===== src/hemu_pkg.sv =====
package hemu_pkg;

  // Table sizes
  localparam int VERTEX_DEPTH    = 1024;
  localparam int HALF_EDGE_DEPTH = 8192;
  localparam int FACE_DEPTH      = 4096;
  localparam int COORD_WIDTH     = 32;

  // Index and count widths
  localparam int VIW  = $clog2(VERTEX_DEPTH);
  localparam int EIW  = $clog2(HALF_EDGE_DEPTH);
  localparam int FIW  = $clog2(FACE_DEPTH);
  localparam int VCW  = $clog2(VERTEX_DEPTH + 1);
  localparam int ECW  = $clog2(HALF_EDGE_DEPTH + 1);
  localparam int FCW  = $clog2(FACE_DEPTH + 1);
  localparam int IDXW = 13;

  // Sequencer lengths
  localparam int READ_LAST      = 4;
  localparam int INIT_STEPS     = 18;
  localparam int SFACE_STEPS    = 9;
  localparam int FLIP_STEPS     = 6;
  localparam int SEDGE_STEPS    = 12;
  localparam int STEP_W         = 5;

  typedef enum logic [1:0] {
    MODE_INIT       = 2'd0,
    MODE_SPLIT_FACE = 2'd1,
    MODE_FLIP       = 2'd2,
    MODE_SPLIT_EDGE = 2'd3
  } mode_t;

  typedef enum logic [1:0] {
    STAT_OK        = 2'd0,
    STAT_FULL      = 2'd1,
    STAT_BAD_INDEX = 2'd2
  } status_t;

  typedef enum logic [2:0] {
    ST_IDLE,
    ST_CHECK,
    ST_READ,
    ST_WRITE,
    ST_DONE
  } state_t;

endpackage


===== src/hemu_if.sv =====
interface hemu_in_if import hemu_pkg::*; ();
  logic                          valid;
  logic                          ready;
  logic [1:0]                    mode;
  logic [IDXW-1:0]               target_index;
  logic signed [COORD_WIDTH-1:0] point_x;
  logic signed [COORD_WIDTH-1:0] point_y;
  logic signed [COORD_WIDTH-1:0] second_x;
  logic signed [COORD_WIDTH-1:0] second_y;
  logic signed [COORD_WIDTH-1:0] third_x;
  logic signed [COORD_WIDTH-1:0] third_y;

  modport source (output valid, input ready, output mode, target_index, point_x, point_y,
                  second_x, second_y, third_x, third_y);
  modport sink (input valid, output ready, input mode, target_index, point_x, point_y,
                second_x, second_y, third_x, third_y);
endinterface

interface hemu_out_if import hemu_pkg::*; ();
  logic            valid;
  logic            ready;
  logic [IDXW-1:0] result_index;
  logic [1:0]      status;

  modport source (output valid, input ready, output result_index, status);
  modport sink (input valid, output ready, input result_index, status);
endinterface


===== src/half_edge_mesh_update_top.sv =====
// Half-edge triangle mesh engine. One operation per input transfer (init, split face, flip,
// split edge) and one result transfer per operation. The tables live in single-port RAMs,
// one per field, so an operation runs as a short sequencer: a check state for the target
// and free space, a chain of dependent table reads (none for init), then one write step
// per touched half-edge (18 for init, 9 for split face, 6 for flip, 12 for split edge), then
// a done state that hands over the result; a rejected item goes from the check state straight
// to the done state. The chain of dependent reads through the half-edge port and the one
// write per cycle on it set the length of an item. A new item is taken while the previous
// result still waits in the output register.
module half_edge_mesh_update_top import hemu_pkg::*; (
  input logic         clk,
  input logic         rst,
  hemu_in_if.sink     in_ch,
  hemu_out_if.source  out_ch
);

  state_t state, state_next;

  // Captured item
  mode_t                         it_mode;
  logic [IDXW-1:0]               it_t;
  logic signed [COORD_WIDTH-1:0] it_px, it_py, it_sx, it_sy, it_tx, it_ty;

  // Counters
  logic [VCW-1:0] vertex_count;
  logic [ECW-1:0] half_edge_count;
  logic [FCW-1:0] face_count;
  logic [VIW-1:0] inf_vid;

  logic [2:0]        rd_step;
  logic [STEP_W-1:0] wr_step;
  logic              wr_last;

  // Result
  logic [IDXW-1:0] res_idx;
  status_t         res_stat;
  logic [IDXW-1:0] res_idx_next;
  status_t         res_stat_next;
  logic            out_valid;
  logic [IDXW-1:0] out_idx;
  status_t         out_stat;

  // Read-back registers
  logic [EIW-1:0] s_e0, s_e1, s_e2;
  logic [VIW-1:0] s_v0, s_v1, s_v2;
  logic [EIW-1:0] r_et, r_en, r_ep, r_tn, r_tp;
  logic [VIW-1:0] r_a, r_b, r_c, r_d;
  logic [FIW-1:0] r_f0, r_f1;

  // RAM ports
  logic [EIW-1:0] e_addr, e_rd_addr, e_wr_addr;
  logic [FIW-1:0] f_addr, f_rd_addr, f_wr_addr;
  logic [VIW-1:0] v_addr;
  logic           v_we_xy, v_we_e;
  logic [COORD_WIDTH-1:0] v_x, v_y;
  logic [EIW-1:0] v_e;
  logic           e_we_org, e_we_twin, e_we_lnk;
  logic [VIW-1:0] e_org;
  logic [EIW-1:0] e_twin, e_next, e_prev;
  logic [FIW-1:0] e_face;
  logic           f_we_e, f_we_inf;
  logic [EIW-1:0] f_e;
  logic           f_inf;
  logic [VIW-1:0] eorg_q;
  logic [EIW-1:0] etwin_q, enext_q, eprev_q, fedge_q;
  logic [FIW-1:0] eface_q;
  logic           finf_q;

  logic [VIW-1:0] vbase;
  logic [EIW-1:0] ebase;
  logic [FIW-1:0] fbase;
  logic [VIW-1:0] vo [4];
  logic [EIW-1:0] eo [INIT_STEPS];
  logic [FIW-1:0] fo [4];
  logic [EIW-1:0] te;
  logic [FIW-1:0] tf;
  logic           sf_inf;
  logic           room_init, room_split;

  assign vbase = vertex_count[VIW-1:0];
  assign ebase = half_edge_count[EIW-1:0];
  assign fbase = face_count[FIW-1:0];
  assign te    = it_t[EIW-1:0];
  assign tf    = it_t[FIW-1:0];

  // New-entry indices relative to the fill counts
  always_comb begin
    for (int i = 0; i < INIT_STEPS; i++) begin
      eo[i] = ebase + EIW'(i);
    end
    for (int i = 0; i < 4; i++) begin
      vo[i] = vbase + VIW'(i);
      fo[i] = fbase + FIW'(i);
    end
  end

  // Free space checks
  assign room_init =
    (({1'b0, vertex_count} + (VCW+1)'(4)) <= (VCW+1)'(VERTEX_DEPTH)) &&
    (({1'b0, half_edge_count} + (ECW+1)'(18)) <= (ECW+1)'(HALF_EDGE_DEPTH)) &&
    (({1'b0, face_count} + (FCW+1)'(4)) <= (FCW+1)'(FACE_DEPTH));
  assign room_split =
    (({1'b0, vertex_count} + (VCW+1)'(1)) <= (VCW+1)'(VERTEX_DEPTH)) &&
    (({1'b0, half_edge_count} + (ECW+1)'(6)) <= (ECW+1)'(HALF_EDGE_DEPTH)) &&
    (({1'b0, face_count} + (FCW+1)'(2)) <= (FCW+1)'(FACE_DEPTH));

  // Rebuilt face touches the infinite vertex
  assign sf_inf = (s_v0 == inf_vid) || (s_v1 == inf_vid) ||
                  (vertex_count == VCW'(inf_vid));

  // Status and result, evaluated in the check cycle
  always_comb begin
    res_stat_next = STAT_OK;
    res_idx_next  = '0;
    case (it_mode)
      MODE_INIT: begin
        if (!room_init) res_stat_next = STAT_FULL;
        else res_idx_next = IDXW'(fbase);
      end
      MODE_SPLIT_FACE: begin
        if (it_t >= face_count) res_stat_next = STAT_BAD_INDEX;
        else if (!room_split) res_stat_next = STAT_FULL;
        else res_idx_next = IDXW'(vbase);
      end
      MODE_FLIP: begin
        if ({1'b0, it_t} >= half_edge_count) res_stat_next = STAT_BAD_INDEX;
        else res_idx_next = it_t;
      end
      MODE_SPLIT_EDGE: begin
        if ({1'b0, it_t} >= half_edge_count) res_stat_next = STAT_BAD_INDEX;
        else if (!room_split) res_stat_next = STAT_FULL;
        else res_idx_next = IDXW'(vbase);
      end
      default: res_stat_next = STAT_OK;
    endcase
  end

  // Last write step per operation
  always_comb begin
    case (it_mode)
      MODE_INIT:       wr_last = (wr_step == STEP_W'(INIT_STEPS - 1));
      MODE_SPLIT_FACE: wr_last = (wr_step == STEP_W'(SFACE_STEPS - 1));
      MODE_FLIP:       wr_last = (wr_step == STEP_W'(FLIP_STEPS - 1));
      MODE_SPLIT_EDGE: wr_last = (wr_step == STEP_W'(SEDGE_STEPS - 1));
      default:         wr_last = 1'b1;
    endcase
  end

  // Next state
  always_comb begin
    state_next = state;
    case (state)
      ST_IDLE:  if (in_ch.valid) state_next = ST_CHECK;
      ST_CHECK: begin
        if (res_stat_next != STAT_OK) state_next = ST_DONE;
        else if (it_mode == MODE_INIT) state_next = ST_WRITE;
        else state_next = ST_READ;
      end
      ST_READ:  if (rd_step == 3'(READ_LAST)) state_next = ST_WRITE;
      ST_WRITE: if (wr_last) state_next = ST_DONE;
      ST_DONE:  if (!out_valid || out_ch.ready) state_next = ST_IDLE;
      default:  state_next = ST_IDLE;
    endcase
  end

  always_ff @(posedge clk) begin
    if (rst) state <= ST_IDLE;
    else state <= state_next;
  end

  assign in_ch.ready = (state == ST_IDLE);

  // Item capture
  always_ff @(posedge clk) begin
    if (in_ch.valid && in_ch.ready) begin
      it_mode <= mode_t'(in_ch.mode);
      it_t    <= in_ch.target_index;
      it_px   <= in_ch.point_x;
      it_py   <= in_ch.point_y;
      it_sx   <= in_ch.second_x;
      it_sy   <= in_ch.second_y;
      it_tx   <= in_ch.third_x;
      it_ty   <= in_ch.third_y;
    end
    if (state == ST_CHECK) begin
      res_idx  <= res_idx_next;
      res_stat <= res_stat_next;
    end
  end

  // Step counters
  always_ff @(posedge clk) begin
    if (rst) begin
      rd_step <= '0;
      wr_step <= '0;
    end else begin
      rd_step <= (state == ST_READ) ? rd_step + 3'd1 : '0;
      wr_step <= (state == ST_WRITE) ? wr_step + STEP_W'(1) : '0;
    end
  end

  // Read addresses
  always_comb begin
    e_rd_addr = te;
    f_rd_addr = tf;
    if (it_mode == MODE_SPLIT_FACE) begin
      case (rd_step)
        3'd1:    e_rd_addr = fedge_q;
        3'd2:    e_rd_addr = enext_q;
        3'd3:    e_rd_addr = enext_q;
        default: e_rd_addr = te;
      endcase
    end else begin
      case (rd_step)
        3'd1:    e_rd_addr = etwin_q;
        3'd2:    e_rd_addr = r_ep;
        3'd3:    e_rd_addr = r_tp;
        default: e_rd_addr = te;
      endcase
    end
  end

  // Capture read data
  always_ff @(posedge clk) begin
    if (state == ST_READ) begin
      if (it_mode == MODE_SPLIT_FACE) begin
        case (rd_step)
          3'd1: s_e0 <= fedge_q;
          3'd2: begin s_e1 <= enext_q; s_v0 <= eorg_q; end
          3'd3: begin s_e2 <= enext_q; s_v1 <= eorg_q; end
          3'd4: s_v2 <= eorg_q;
          default: s_e0 <= s_e0;
        endcase
      end else begin
        case (rd_step)
          3'd1: begin
            r_et <= etwin_q; r_en <= enext_q; r_ep <= eprev_q;
            r_a  <= eorg_q;  r_f0 <= eface_q;
          end
          3'd2: begin
            r_tn <= enext_q; r_tp <= eprev_q; r_b <= eorg_q; r_f1 <= eface_q;
          end
          3'd3: r_c <= eorg_q;
          3'd4: r_d <= eorg_q;
          default: r_c <= r_c;
        endcase
      end
    end
  end

  // Write sequence: one half-edge per step, vertex and face writes alongside
  always_comb begin
    v_we_xy = 1'b0; v_we_e = 1'b0; v_addr = '0; v_x = '0; v_y = '0; v_e = '0;
    e_we_org = 1'b0; e_we_twin = 1'b0; e_we_lnk = 1'b0; e_wr_addr = '0;
    e_org = '0; e_twin = '0; e_next = '0; e_prev = '0; e_face = '0;
    f_we_e = 1'b0; f_we_inf = 1'b0; f_wr_addr = '0; f_e = '0; f_inf = 1'b0;
    if (state == ST_WRITE) begin
      case (it_mode)
        MODE_INIT: begin
          e_we_org = 1'b1; e_we_twin = 1'b1; e_wr_addr = ebase + EIW'(wr_step);
          case (wr_step)
            5'd0: begin
              e_org = vo[1]; e_twin = eo[1]; e_we_lnk = 1'b1;
              e_next = eo[2]; e_prev = eo[4]; e_face = fo[0];
              v_we_xy = 1'b1; v_we_e = 1'b1; v_addr = vo[0]; v_e = eo[6];
              f_we_e = 1'b1; f_we_inf = 1'b1; f_wr_addr = fo[0]; f_e = eo[0];
            end
            5'd1: begin
              e_org = vo[2]; e_twin = eo[0]; e_we_lnk = 1'b1;
              e_next = eo[8]; e_prev = eo[6]; e_face = fo[1];
              v_we_xy = 1'b1; v_we_e = 1'b1; v_addr = vo[1]; v_e = eo[0];
              v_x = it_px; v_y = it_py;
              f_we_e = 1'b1; f_we_inf = 1'b1; f_wr_addr = fo[1]; f_e = eo[6]; f_inf = 1'b1;
            end
            5'd2: begin
              e_org = vo[2]; e_twin = eo[3]; e_we_lnk = 1'b1;
              e_next = eo[4]; e_prev = eo[0]; e_face = fo[0];
              v_we_xy = 1'b1; v_we_e = 1'b1; v_addr = vo[2]; v_e = eo[2];
              v_x = it_sx; v_y = it_sy;
              f_we_e = 1'b1; f_we_inf = 1'b1; f_wr_addr = fo[2]; f_e = eo[10]; f_inf = 1'b1;
            end
            5'd3: begin
              e_org = vo[3]; e_twin = eo[2]; e_we_lnk = 1'b1;
              e_next = eo[12]; e_prev = eo[10]; e_face = fo[2];
              v_we_xy = 1'b1; v_we_e = 1'b1; v_addr = vo[3]; v_e = eo[4];
              v_x = it_tx; v_y = it_ty;
              f_we_e = 1'b1; f_we_inf = 1'b1; f_wr_addr = fo[3]; f_e = eo[14]; f_inf = 1'b1;
            end
            5'd4: begin
              e_org = vo[3]; e_twin = eo[5]; e_we_lnk = 1'b1;
              e_next = eo[0]; e_prev = eo[2]; e_face = fo[0];
            end
            5'd5: begin
              e_org = vo[1]; e_twin = eo[4]; e_we_lnk = 1'b1;
              e_next = eo[16]; e_prev = eo[14]; e_face = fo[3];
            end
            5'd6: begin
              e_org = vo[0]; e_twin = eo[12]; e_we_lnk = 1'b1;
              e_next = eo[1]; e_prev = eo[8]; e_face = fo[1];
            end
            5'd7:  begin e_org = vo[2]; e_twin = eo[13]; end
            5'd8: begin
              e_org = vo[1]; e_twin = eo[14]; e_we_lnk = 1'b1;
              e_next = eo[6]; e_prev = eo[1]; e_face = fo[1];
            end
            5'd9:  begin e_org = vo[0]; e_twin = eo[15]; end
            5'd10: begin
              e_org = vo[0]; e_twin = eo[16]; e_we_lnk = 1'b1;
              e_next = eo[3]; e_prev = eo[12]; e_face = fo[2];
            end
            5'd11: begin e_org = vo[3]; e_twin = eo[17]; end
            5'd12: begin
              e_org = vo[2]; e_twin = eo[6]; e_we_lnk = 1'b1;
              e_next = eo[10]; e_prev = eo[3]; e_face = fo[2];
            end
            5'd13: begin e_org = vo[0]; e_twin = eo[7]; end
            5'd14: begin
              e_org = vo[0]; e_twin = eo[8]; e_we_lnk = 1'b1;
              e_next = eo[5]; e_prev = eo[16]; e_face = fo[3];
            end
            5'd15: begin e_org = vo[1]; e_twin = eo[9]; end
            5'd16: begin
              e_org = vo[3]; e_twin = eo[10]; e_we_lnk = 1'b1;
              e_next = eo[14]; e_prev = eo[5]; e_face = fo[3];
            end
            5'd17: begin e_org = vo[0]; e_twin = eo[11]; end
            default: e_we_org = 1'b0;
          endcase
        end

        MODE_SPLIT_FACE: begin
          e_we_lnk = 1'b1;
          case (wr_step)
            5'd0: begin
              e_wr_addr = eo[0]; e_we_org = 1'b1; e_we_twin = 1'b1;
              e_org = s_v1; e_twin = eo[1]; e_face = tf; e_next = eo[5]; e_prev = s_e0;
              v_we_xy = 1'b1; v_we_e = 1'b1; v_addr = vbase; v_e = eo[1];
              v_x = it_px; v_y = it_py;
              f_we_e = 1'b1; f_wr_addr = tf; f_e = s_e0;
            end
            5'd1: begin
              e_wr_addr = eo[1]; e_we_org = 1'b1; e_we_twin = 1'b1;
              e_org = vbase; e_twin = eo[0]; e_face = fo[0]; e_next = s_e1; e_prev = eo[2];
              f_we_e = 1'b1; f_we_inf = 1'b1; f_wr_addr = fo[0]; f_e = s_e1; f_inf = sf_inf;
            end
            5'd2: begin
              e_wr_addr = eo[2]; e_we_org = 1'b1; e_we_twin = 1'b1;
              e_org = s_v2; e_twin = eo[3]; e_face = fo[0]; e_next = eo[1]; e_prev = s_e1;
              f_we_e = 1'b1; f_we_inf = 1'b1; f_wr_addr = fo[1]; f_e = s_e2; f_inf = sf_inf;
            end
            5'd3: begin
              e_wr_addr = eo[3]; e_we_org = 1'b1; e_we_twin = 1'b1;
              e_org = vbase; e_twin = eo[2]; e_face = fo[1]; e_next = s_e2; e_prev = eo[4];
            end
            5'd4: begin
              e_wr_addr = eo[4]; e_we_org = 1'b1; e_we_twin = 1'b1;
              e_org = s_v0; e_twin = eo[5]; e_face = fo[1]; e_next = eo[3]; e_prev = s_e2;
            end
            5'd5: begin
              e_wr_addr = eo[5]; e_we_org = 1'b1; e_we_twin = 1'b1;
              e_org = vbase; e_twin = eo[4]; e_face = tf; e_next = s_e0; e_prev = eo[0];
            end
            5'd6: begin
              e_wr_addr = s_e0; e_face = tf; e_next = eo[0]; e_prev = eo[5];
            end
            5'd7: begin
              e_wr_addr = s_e1; e_face = fo[0]; e_next = eo[2]; e_prev = eo[1];
            end
            5'd8: begin
              e_wr_addr = s_e2; e_face = fo[1]; e_next = eo[4]; e_prev = eo[3];
            end
            default: e_we_lnk = 1'b0;
          endcase
        end

        MODE_FLIP: begin
          e_we_lnk = 1'b1;
          case (wr_step)
            5'd0: begin
              e_wr_addr = r_tn; e_face = r_f0; e_next = r_et; e_prev = r_ep;
              v_we_e = 1'b1; v_addr = r_a; v_e = r_tn;
              f_we_e = 1'b1; f_wr_addr = r_f0; f_e = r_tn;
            end
            5'd1: begin
              e_wr_addr = r_et; e_we_org = 1'b1; e_org = r_d;
              e_face = r_f0; e_next = r_ep; e_prev = r_tn;
              v_we_e = 1'b1; v_addr = r_b; v_e = r_en;
              f_we_e = 1'b1; f_wr_addr = r_f1; f_e = r_en;
            end
            5'd2: begin
              e_wr_addr = r_ep; e_face = r_f0; e_next = r_tn; e_prev = r_et;
            end
            5'd3: begin
              e_wr_addr = r_en; e_face = r_f1; e_next = te; e_prev = r_tp;
            end
            5'd4: begin
              e_wr_addr = te; e_we_org = 1'b1; e_org = r_c;
              e_face = r_f1; e_next = r_tp; e_prev = r_en;
            end
            5'd5: begin
              e_wr_addr = r_tp; e_face = r_f1; e_next = r_en; e_prev = te;
            end
            default: e_we_lnk = 1'b0;
          endcase
        end

        MODE_SPLIT_EDGE: begin
          e_we_lnk = 1'b1;
          case (wr_step)
            5'd0: begin
              e_wr_addr = eo[0]; e_we_org = 1'b1; e_we_twin = 1'b1;
              e_org = vbase; e_twin = eo[1]; e_face = fo[0]; e_next = r_en; e_prev = eo[3];
              v_we_xy = 1'b1; v_we_e = 1'b1; v_addr = vbase; v_e = eo[2];
              v_x = it_px; v_y = it_py;
              f_we_e = 1'b1; f_wr_addr = r_f0; f_e = te;
            end
            5'd1: begin
              e_wr_addr = eo[1]; e_we_org = 1'b1; e_we_twin = 1'b1;
              e_org = r_b; e_twin = eo[0]; e_face = r_f1; e_next = eo[4]; e_prev = r_tp;
              v_we_e = 1'b1; v_addr = r_a; v_e = te;
              f_we_e = 1'b1; f_we_inf = 1'b1; f_wr_addr = fo[0]; f_e = eo[0];
            end
            5'd2: begin
              e_wr_addr = eo[2]; e_we_org = 1'b1; e_we_twin = 1'b1;
              e_org = vbase; e_twin = eo[3]; e_face = r_f0; e_next = r_ep; e_prev = te;
              v_we_e = 1'b1; v_addr = r_b; v_e = eo[1];
              f_we_e = 1'b1; f_wr_addr = r_f1; f_e = eo[1];
            end
            5'd3: begin
              e_wr_addr = eo[3]; e_we_org = 1'b1; e_we_twin = 1'b1;
              e_org = r_c; e_twin = eo[2]; e_face = fo[0]; e_next = eo[0]; e_prev = r_en;
              f_we_e = 1'b1; f_we_inf = 1'b1; f_wr_addr = fo[1]; f_e = r_et;
            end
            5'd4: begin
              e_wr_addr = eo[4]; e_we_org = 1'b1; e_we_twin = 1'b1;
              e_org = vbase; e_twin = eo[5]; e_face = r_f1; e_next = r_tp; e_prev = eo[1];
            end
            5'd5: begin
              e_wr_addr = eo[5]; e_we_org = 1'b1; e_we_twin = 1'b1;
              e_org = r_d; e_twin = eo[4]; e_face = fo[1]; e_next = r_et; e_prev = r_tn;
            end
            5'd6: begin
              e_wr_addr = te; e_face = r_f0; e_next = eo[2]; e_prev = r_ep;
            end
            5'd7: begin
              e_wr_addr = r_ep; e_face = r_f0; e_next = te; e_prev = eo[2];
            end
            5'd8: begin
              e_wr_addr = r_en; e_face = fo[0]; e_next = eo[3]; e_prev = eo[0];
            end
            5'd9: begin
              e_wr_addr = r_tp; e_face = r_f1; e_next = eo[1]; e_prev = eo[4];
            end
            5'd10: begin
              e_wr_addr = r_et; e_we_org = 1'b1; e_org = vbase;
              e_face = fo[1]; e_next = r_tn; e_prev = eo[5];
            end
            5'd11: begin
              e_wr_addr = r_tn; e_face = fo[1]; e_next = eo[5]; e_prev = r_et;
            end
            default: e_we_lnk = 1'b0;
          endcase
        end

        default: e_we_lnk = 1'b0;
      endcase
    end
  end

  assign e_addr = (state == ST_WRITE) ? e_wr_addr : e_rd_addr;
  assign f_addr = (state == ST_WRITE) ? f_wr_addr : f_rd_addr;

  // Counter update at the end of a successful write sequence
  always_ff @(posedge clk) begin
    if (rst) begin
      vertex_count    <= '0;
      half_edge_count <= '0;
      face_count      <= '0;
      inf_vid         <= '0;
    end else if (state == ST_WRITE && wr_last) begin
      case (it_mode)
        MODE_INIT: begin
          vertex_count    <= vertex_count + VCW'(4);
          half_edge_count <= half_edge_count + ECW'(18);
          face_count      <= face_count + FCW'(4);
          inf_vid         <= vbase;
        end
        MODE_SPLIT_FACE, MODE_SPLIT_EDGE: begin
          vertex_count    <= vertex_count + VCW'(1);
          half_edge_count <= half_edge_count + ECW'(6);
          face_count      <= face_count + FCW'(2);
        end
        default: inf_vid <= inf_vid;
      endcase
    end
  end

  // Output register
  always_ff @(posedge clk) begin
    if (rst) begin
      out_valid <= 1'b0;
    end else if (state == ST_DONE && (!out_valid || out_ch.ready)) begin
      out_valid <= 1'b1;
    end else if (out_ch.ready) begin
      out_valid <= 1'b0;
    end
  end

  always_ff @(posedge clk) begin
    if (state == ST_DONE && (!out_valid || out_ch.ready)) begin
      out_idx  <= res_idx;
      out_stat <= res_stat;
    end
  end

  assign out_ch.valid        = out_valid;
  assign out_ch.result_index = out_idx;
  assign out_ch.status       = out_stat;

  // Tables
  hemu_ram #(.WIDTH(COORD_WIDTH), .DEPTH(VERTEX_DEPTH)) u_vx (
    .clk(clk), .we(v_we_xy), .addr(v_addr), .wdata(v_x), .rdata());
  hemu_ram #(.WIDTH(COORD_WIDTH), .DEPTH(VERTEX_DEPTH)) u_vy (
    .clk(clk), .we(v_we_xy), .addr(v_addr), .wdata(v_y), .rdata());
  hemu_ram #(.WIDTH(EIW), .DEPTH(VERTEX_DEPTH)) u_vedge (
    .clk(clk), .we(v_we_e), .addr(v_addr), .wdata(v_e), .rdata());
  hemu_ram #(.WIDTH(VIW), .DEPTH(HALF_EDGE_DEPTH)) u_eorg (
    .clk(clk), .we(e_we_org), .addr(e_addr), .wdata(e_org), .rdata(eorg_q));
  hemu_ram #(.WIDTH(EIW), .DEPTH(HALF_EDGE_DEPTH)) u_etwin (
    .clk(clk), .we(e_we_twin), .addr(e_addr), .wdata(e_twin), .rdata(etwin_q));
  hemu_ram #(.WIDTH(EIW), .DEPTH(HALF_EDGE_DEPTH)) u_enext (
    .clk(clk), .we(e_we_lnk), .addr(e_addr), .wdata(e_next), .rdata(enext_q));
  hemu_ram #(.WIDTH(EIW), .DEPTH(HALF_EDGE_DEPTH)) u_eprev (
    .clk(clk), .we(e_we_lnk), .addr(e_addr), .wdata(e_prev), .rdata(eprev_q));
  hemu_ram #(.WIDTH(FIW), .DEPTH(HALF_EDGE_DEPTH)) u_eface (
    .clk(clk), .we(e_we_lnk), .addr(e_addr), .wdata(e_face), .rdata(eface_q));
  hemu_ram #(.WIDTH(EIW), .DEPTH(FACE_DEPTH)) u_fedge (
    .clk(clk), .we(f_we_e), .addr(f_addr), .wdata(f_e), .rdata(fedge_q));
  hemu_ram #(.WIDTH(1), .DEPTH(FACE_DEPTH)) u_finf (
    .clk(clk), .we(f_we_inf), .addr(f_addr), .wdata(f_inf), .rdata(finf_q));

  // Face flags are write-only here; keep the read port observed
  logic finf_seen;
  always_ff @(posedge clk) begin
    finf_seen <= finf_q;
  end

`ifndef SYNTH
  a_counts_in_range: assert property (@(posedge clk) disable iff (rst)
    vertex_count <= VCW'(VERTEX_DEPTH) && half_edge_count <= ECW'(HALF_EDGE_DEPTH) &&
    face_count <= FCW'(FACE_DEPTH))
    else $error("table count beyond depth");
  a_pairs_even: assert property (@(posedge clk) disable iff (rst)
    half_edge_count[0] == 1'b0)
    else $error("half-edge count not even");
  a_write_only_ok: assert property (@(posedge clk) disable iff (rst)
    state == ST_WRITE |-> res_stat == STAT_OK)
    else $error("write sequence on rejected item");
  a_count_change: assert property (@(posedge clk) disable iff (rst)
    !$stable(vertex_count) |-> $past(state) == ST_WRITE)
    else $error("vertex count moved outside write sequence");
  a_out_from_done: assert property (@(posedge clk) disable iff (rst)
    $rose(out_valid) |-> $past(state) == ST_DONE)
    else $error("result without finished operation");
`endif

endmodule


===== src/hemu_ram.sv =====
module hemu_ram #(
  parameter int WIDTH = 8,
  parameter int DEPTH = 16
) (
  input  logic                     clk,
  input  logic                     we,
  input  logic [$clog2(DEPTH)-1:0] addr,
  input  logic [WIDTH-1:0]         wdata,
  output logic [WIDTH-1:0]         rdata
);

  logic [WIDTH-1:0] mem [DEPTH];

  // Single port, registered read
  always_ff @(posedge clk) begin
    if (we) begin
      mem[addr] <= wdata;
    end
    rdata <= mem[addr];
  end

endmodule

===== src/flat_wrapper.sv =====
// flat-port wrapper written by rule: the top's interface ports become plain ports
module half_edge_mesh_update_top_flat import hemu_pkg::*;
  (clk, rst, in_ch_valid, in_ch_ready, in_ch_mode, in_ch_target_index, in_ch_point_x, in_ch_point_y, in_ch_second_x, in_ch_second_y, in_ch_third_x, in_ch_third_y, out_ch_valid, out_ch_ready, out_ch_result_index, out_ch_status);
  hemu_in_if in_ch_i ();
  hemu_out_if out_ch_i ();
  input logic clk;
  input logic rst;
  input wire logic [$bits(in_ch_i.valid)-1:0] in_ch_valid;
  output wire logic [$bits(in_ch_i.ready)-1:0] in_ch_ready;
  input wire logic [$bits(in_ch_i.mode)-1:0] in_ch_mode;
  input wire logic [$bits(in_ch_i.target_index)-1:0] in_ch_target_index;
  input wire logic [$bits(in_ch_i.point_x)-1:0] in_ch_point_x;
  input wire logic [$bits(in_ch_i.point_y)-1:0] in_ch_point_y;
  input wire logic [$bits(in_ch_i.second_x)-1:0] in_ch_second_x;
  input wire logic [$bits(in_ch_i.second_y)-1:0] in_ch_second_y;
  input wire logic [$bits(in_ch_i.third_x)-1:0] in_ch_third_x;
  input wire logic [$bits(in_ch_i.third_y)-1:0] in_ch_third_y;
  output wire logic [$bits(out_ch_i.valid)-1:0] out_ch_valid;
  input wire logic [$bits(out_ch_i.ready)-1:0] out_ch_ready;
  output wire logic [$bits(out_ch_i.result_index)-1:0] out_ch_result_index;
  output wire logic [$bits(out_ch_i.status)-1:0] out_ch_status;
  assign in_ch_i.valid = in_ch_valid;
  assign in_ch_ready = in_ch_i.ready;
  assign in_ch_i.mode = in_ch_mode;
  assign in_ch_i.target_index = in_ch_target_index;
  assign in_ch_i.point_x = in_ch_point_x;
  assign in_ch_i.point_y = in_ch_point_y;
  assign in_ch_i.second_x = in_ch_second_x;
  assign in_ch_i.second_y = in_ch_second_y;
  assign in_ch_i.third_x = in_ch_third_x;
  assign in_ch_i.third_y = in_ch_third_y;
  assign out_ch_valid = out_ch_i.valid;
  assign out_ch_i.ready = out_ch_ready;
  assign out_ch_result_index = out_ch_i.result_index;
  assign out_ch_status = out_ch_i.status;
  half_edge_mesh_update_top u_core (.clk(clk), .rst(rst), .in_ch(in_ch_i), .out_ch(out_ch_i));
endmodule

===== config.mk =====
export PLATFORM = sky130hd
export DESIGN_NAME = half_edge_mesh_update_top_flat
export DESIGN_NICKNAME = d
export VERILOG_FILES = /design/src/hemu_pkg.sv /design/src/hemu_if.sv /design/src/half_edge_mesh_update_top.sv /design/src/hemu_ram.sv /design/src/flat_wrapper.sv
export SDC_FILE = /design/constraint.sdc
export NUM_CORES = 1
export LEC_CHECK = 0
export ABC_AREA = 0
export BUFFER_PORTS_ARGS = -buffer_cell sky130_fd_sc_hd__buf_2
export CAP_MARGIN = 15
export CORE_MARGIN = 1
export CORE_UTILIZATION = 50
export CTS_CLUSTER_SIZE = 20
export DETAILED_ROUTE_END_ITERATION = 10
export PLACE_DENSITY = 0.83
export RECOVER_POWER = 100
export SYNTH_ARGS = -nofsm -noshare
export SYNTH_HDL_FRONTEND = slang
export SYNTH_SLANG_ARGS = --single-unit

===== constraint.sdc =====
create_clock -name clk -period 7.3 [get_ports clk]
set_clock_uncertainty 0.2 [all_clocks]
set_input_delay 1.46 -clock clk [delete_from_list [all_inputs] [get_ports clk]]
set_output_delay 1.46 -clock clk [all_outputs]
set_load 0.01 [all_outputs]

Word-level counts from Yosys, hierarchy flattened:

Cells that the tools add are included.

* $add $sub $neg: 14
* $lt $le $gt $ge: 8
* equality and inequality tests: 16
* mux-type cells: 25
* bitwise logic cells: 2
* reductions and logical operators: 19

Operators by type and width (number)
* 13-bit one-hot mux with 4 select lines: 1
* 13-bit 2-to-1 mux: 3
* 15-bit by 14-bit <= comparator with 1-bit output (second input constant): 2
* 14-bit by 13-bit <= comparator with 1-bit output (second input constant): 2
* 14-bit one-hot mux with 2 select lines: 1
* 13-bit one-hot mux with 2 select lines: 1
* 12-bit by 11-bit <= comparator with 1-bit output (second input constant): 2
* 11-bit one-hot mux with 2 select lines: 1
* 14-bit by 3-bit adder with 15-bit output (second input constant): 1
* 14-bit by 5-bit adder with 15-bit output (second input constant): 1
* 3-bit 2-to-1 mux: 5
* 3-bit one-hot mux with 5 select lines: 1
* 13-bit by 2-bit adder with 14-bit output (second input constant): 1
* 13-bit by 3-bit adder with 14-bit output (second input constant): 1
* 14-bit by 3-bit adder with 14-bit output (second input constant): 1
* 14-bit by 5-bit adder with 14-bit output (second input constant): 1
* 13-bit by 14-bit greater-or-equal comparator with 1-bit output: 1
* 13-bit by 2-bit adder with 13-bit output (second input constant): 1
* 13-bit by 3-bit adder with 13-bit output (second input constant): 1
* 13-bit greater-or-equal comparator: 1
* 11-bit by 1-bit adder with 12-bit output (second input constant): 1
* 11-bit by 3-bit adder with 12-bit output (second input constant): 1
* 12-bit 2-to-1 mux: 1
* 11-bit by 1-bit adder with 11-bit output (second input constant): 1
* 28 further kinds: 51

* flip-flop bits (word level): 95
* input bits: 211
* output and inout bits: 17

Depth between registers and ports, before layout:

* depth after elaboration: 10
* mapped depth: 10
* depth with buffers taken out: 9

Worst setup path after synthesis:

Ideal clock, no wire load.

* path kind: reg-to-reg
* from: reg u_core.face_count[2]
* to: reg u_core.res_idx[7] (data pin)
* setup time: 0.132 ns
* arrival: 2.325 ns
* setup slack: 4.644 ns
* cell stages (with the launch flop): 11
* buffers on the path: 2
* period minus slack after synthesis: 2.656 ns
* cells stage by stage: dfxtp_1 > ha_1 > buf_2 > and4_1 > a311oi_1 > o21ai_0 > a2111o_1 > a211oi_2 > nor3b_2 > buf_4 > a221o_1

* longest elaborated chain between the ends: 6

Ends and longest elaborated chain
* from (decl): line half_edge_mesh_update_top.sv:27 `logic [FCW-1:0] face_count;`
* from (signal assigned): line half_edge_mesh_update_top.sv:485 `face_count <= face_count + FCW'(4);`
* from (signal assigned): line half_edge_mesh_update_top.sv:491 `face_count <= face_count + FCW'(2);`
* 13-bit by 2-bit adder with 14-bit output: line half_edge_mesh_update_top.sv:105 `(({1'b0, face_count} + (FCW+1)'(2)) <= (FCW+1)'(FACE_DEPTH));`
* 14-bit by 13-bit <= comparator with 1-bit output: line half_edge_mesh_update_top.sv:105
* 1-bit logical AND: line half_edge_mesh_update_top.sv:104 `(({1'b0, half_edge_count} + (ECW+1)'(6)) <= (ECW+1)'(HALF_EDGE_DEPTH)) &&`
* 10-bit 2-to-1 mux: line half_edge_mesh_update_top.sv:122, half_edge_mesh_update_top.sv:131
* 13-bit 2-to-1 mux, on equally long branches: line half_edge_mesh_update_top.sv:130, half_edge_mesh_update_top.sv:121
* 13-bit one-hot mux with 4 select lines *: line half_edge_mesh_update_top.sv:115 `case (it_mode)`
* net u_core.res_idx_next[7]: line half_edge_mesh_update_top.sv:37 `logic [IDXW-1:0] res_idx_next;`
* to (signal assigned): line half_edge_mesh_update_top.sv:186 `res_idx <= res_idx_next;`
* to (decl): line half_edge_mesh_update_top.sv:35 `logic [IDXW-1:0] res_idx;`

Mark *: on every way through the listed nets, which the timed path passes. The rest lies on a longest branch.
A chain may end at the register's enable or synchronous reset.

Worst setup path in the final report:

* from: reg u_core.face_count[3]
* to: reg u_core.res_idx[8] (data pin)

Same word-level chain as after synthesis.

==> run metrics <==
pin count of the biggest net entering global routing 41; first-pass GRT wire length 20200 µm; port bufs 35; RSZ-0062 raised after global routing false; Distinct cells, synth 63; final setup margin 2.60 ns; post-route insts no fill 710; Routed Antenna Nets 0; Design Power 1.04 mW; CP required 7.32 ns; area share of the largest cell type after synthesis 0.252; drt initial violations 349; share of the core filled with cells 0.545; leading area contributor after synthesis edfxtp_1; CTS tree yes; cell chain of the critical path ha_1, nand4_1, nor4_1, o21ai_0, a2111o_1, a211oi_1, nor3b_1, a221o_1; DR DRC count 0; Routed WL per cell 17.4 µm; fmax 213 MHz; synthesized flop and latch total 93; largest family of logic cells by synthesized area simple AND/OR/NAND/NOR gates; Rows 37; mux cell area share after synthesis 0.00373; Post-synth ARST share 0; Crit path max-delay family simple AND/OR/NAND/NOR gates; status complete, but fails checks; Slew Viols, Final 54; Synth Area in XOR/XNOR 0.0718; synth-to-layout area growth 5.36%; nets@finish 817; # Post-CTS Setup Buffers 0; YS warnings 0; Final Setup Violations 0; die area 0.0111 mm²; Bufs and invs on worst path 0; crit path time final 4.70 ns; IO Count 228; Fillers 943; global-route usage over all layers 0.231; pwr/cell area 183 mW/mm²; worst slack, placed 3.46 ns; Ant. Diodes 0; vias in the first global route 4224; Vias/cell 6.09; initial antenna violation count 0; Synth Area in Compound Gates 0.137; Clock Pin Slew Worst Setup and Hold Paths 0.09 ns; Leakage 1.93 nW; slowest stage delay, CP 1.31 ns; Primary FF master, synth dfxtp_1; critical path class reg -> reg; Rel. slew slack -0.263; post-synthesis sequential area ratio 0.431; DP Cell Count 693; Post-synth EDFFs 45; final wirelength 12400 µm; mapped cell area 0.00537 mm²; Critical Path Sink Type flop; Placeable Area 0.0104 mm²; clk sinks 93; Die Y-Extent 106 µm; worst slew pin tran 1.89 ns; Synth area leaders edfxtp_1 (25%), dfxtp_1 (18%), ha_1 (8.4%); detailed-route via count 4327; Hold Buf Count CTS 0; Max FO, Critical Path 12; total CTS buffers 9; CP arrival 4.72 ns; Die Wd 106 µm; Clock Tree Root clkbuf_8; Synth Area in Simple Gates 0.215; Synth Area in Adders 0.0877; CP max stage cell nor3b_1; gr ovfl total 0; worst skew pair latency 0.37 ns; VDD IR max 0.000119 V; Mean Syn Cell Area 9.68 µm²; placer congestion estimate 0.961; setup TNS 0 ns; Clock Path Buffers 2; Max Cap Viol 2; Post-CTS Resized 0; DP Wirelength 9000 µm; Hold Fails Final Rpt 0; Gate Count Post-Synth 554; layout cells sized above 1 0.0627; # H-tree levels 3; DRT Pass-1 Iters 5; Syn Nets 802; final worst-path cycle share 0.644; violated checks capacitance limit, slew limit; Hold WC Path Type reg -> reg; initial core utilization 0.517; Worst setup SP type flop
## worst paths after layout
| check | to | depth (start not counted) | slack (ns) | startpoint |
|---|---|---|---|---|
| hold reg to reg | u_core.out_ch.result_index[3] | 0 | 0.23 | u_core.res_idx[3] |
| setup reg to reg | u_core.res_idx[8] | 8 | 2.60 | u_core.face_count[3] |
| setup / recovery | u_core.res_idx[8] | 8 | 2.60 | u_core.face_count[3] |
| hold / removal | u_core.out_ch.result_index[3] | 0 | 0.23 | u_core.res_idx[3] |
## report_power, final
| group | switching [mW] | internal [mW] |
|---|---|---|
| Sequential | 0.0207 | 0.575 |
| Clock | 0.184 | 0.159 |
| Combinational | 0.0614 | 0.0364 |
| Total | 0.266 | 0.770 |
## layer usage
| layer | track usage | routed length, µm |
|---|---|---|
| met2 | 0.381 | 5800 |
| met5 | 0 | 0 |
| met4 | 0.115 | 481 |
| met1 | 0.288 | 5230 |
| met3 | 0.0464 | 869 |
## cell usage after synthesis (all sizes together), types with 4 or more instances
cell type	number
a2111o	4
a211oi	6
a21oi	25
a221o	9
a22o	4
a31oi	4
and2	11
and3	5
and4	5
buf	17
clkbuf	16
dfxtp	48
edfxtp	45
ha	36
inv	35
nand2	25
nand2b	9
nand3	23
nand4	11
nand4b	4
nor2	61
nor2b	7
nor3	22
nor4	15
o21ai	16
o221ai	4
or3	4
xnor2	33
xor2	11
## cell usage in the layout (no fill, tap or decap), drive strengths merged, types with 5 or more instances in the layout
cell,instances
and4,5
nor3,22
and2,11
edfxtp,45
nand2,25
nor2,61
nand4,11
and3,5
nor2b,7
a211oi,6
xor2,11
a21oi,25
inv,37
nand2b,9
o21ai,16
clkbuf,29
a221o,9
buf,17
nand3,23
nor4,15
dfxtp,48
ha,36
xnor2,33
## logic make-up (layout without fill, tap and decap cells)
family	after synthesis	in the layout
AOI/OAI and AO/OA	98	98
xor gates and xnor gates	44	44
adders and majority gates	37	37
buffers and inverters	68	88
DFF	93	93
muxes	2	2
and+or+nand+nor	212	212
## worst register-to-register path, stage by stage, from the launching register on
cell	delay [ns]
dfxtp_1	0.60
ha_1	0.47
nand4_1	0.29
nor4_1	0.29
o21ai_0	0.13
a2111o_1	0.40
a211oi_1	0.44
nor3b_1	1.32
a221o_1	0.40
## metrics by stage
stage	cell area, µm²	hold WS, ns
CTS	5760	0.226
finish	5650	0.225
global placement	5560	0.204
floorplan	5370	0.200
detailed placement	5560	0.205
global route	5650	0.234
## sequential cells by signal, summed over array words and instances (netlist names)
name / flops
u_core.half_edge_count: 13
u_core.it_t: 13
u_core.out_ch.result_index: 13
u_core.res_idx: 13
u_core.face_count: 12
u_core.vertex_count: 11
u_core.wr_step: 5
u_core.rd_step: 3
u_core.state: 3
u_core.it_mode: 2
u_core.out_ch.status: 2
u_core.res_stat: 2
u_core.out_ch.valid: 1
## final cells by class
| class | instances | area [µm²] | area share |
|---|---|---|---|
| sequential | 93 | 2310 | 0.409 |
| tap | 136 | 170 | 0.0301 |
| multi-input combinational | 393 | 2680 | 0.475 |
| timing repair buffer | 37 | 160 | 0.0283 |
| clock buffer | 9 | 124 | 0.0219 |
| clock inverter | 7 | 72.6 | 0.0128 |
| inverter | 35 | 131 | 0.0232 |
No activity file was read; power rests on OpenSTA's default activity.
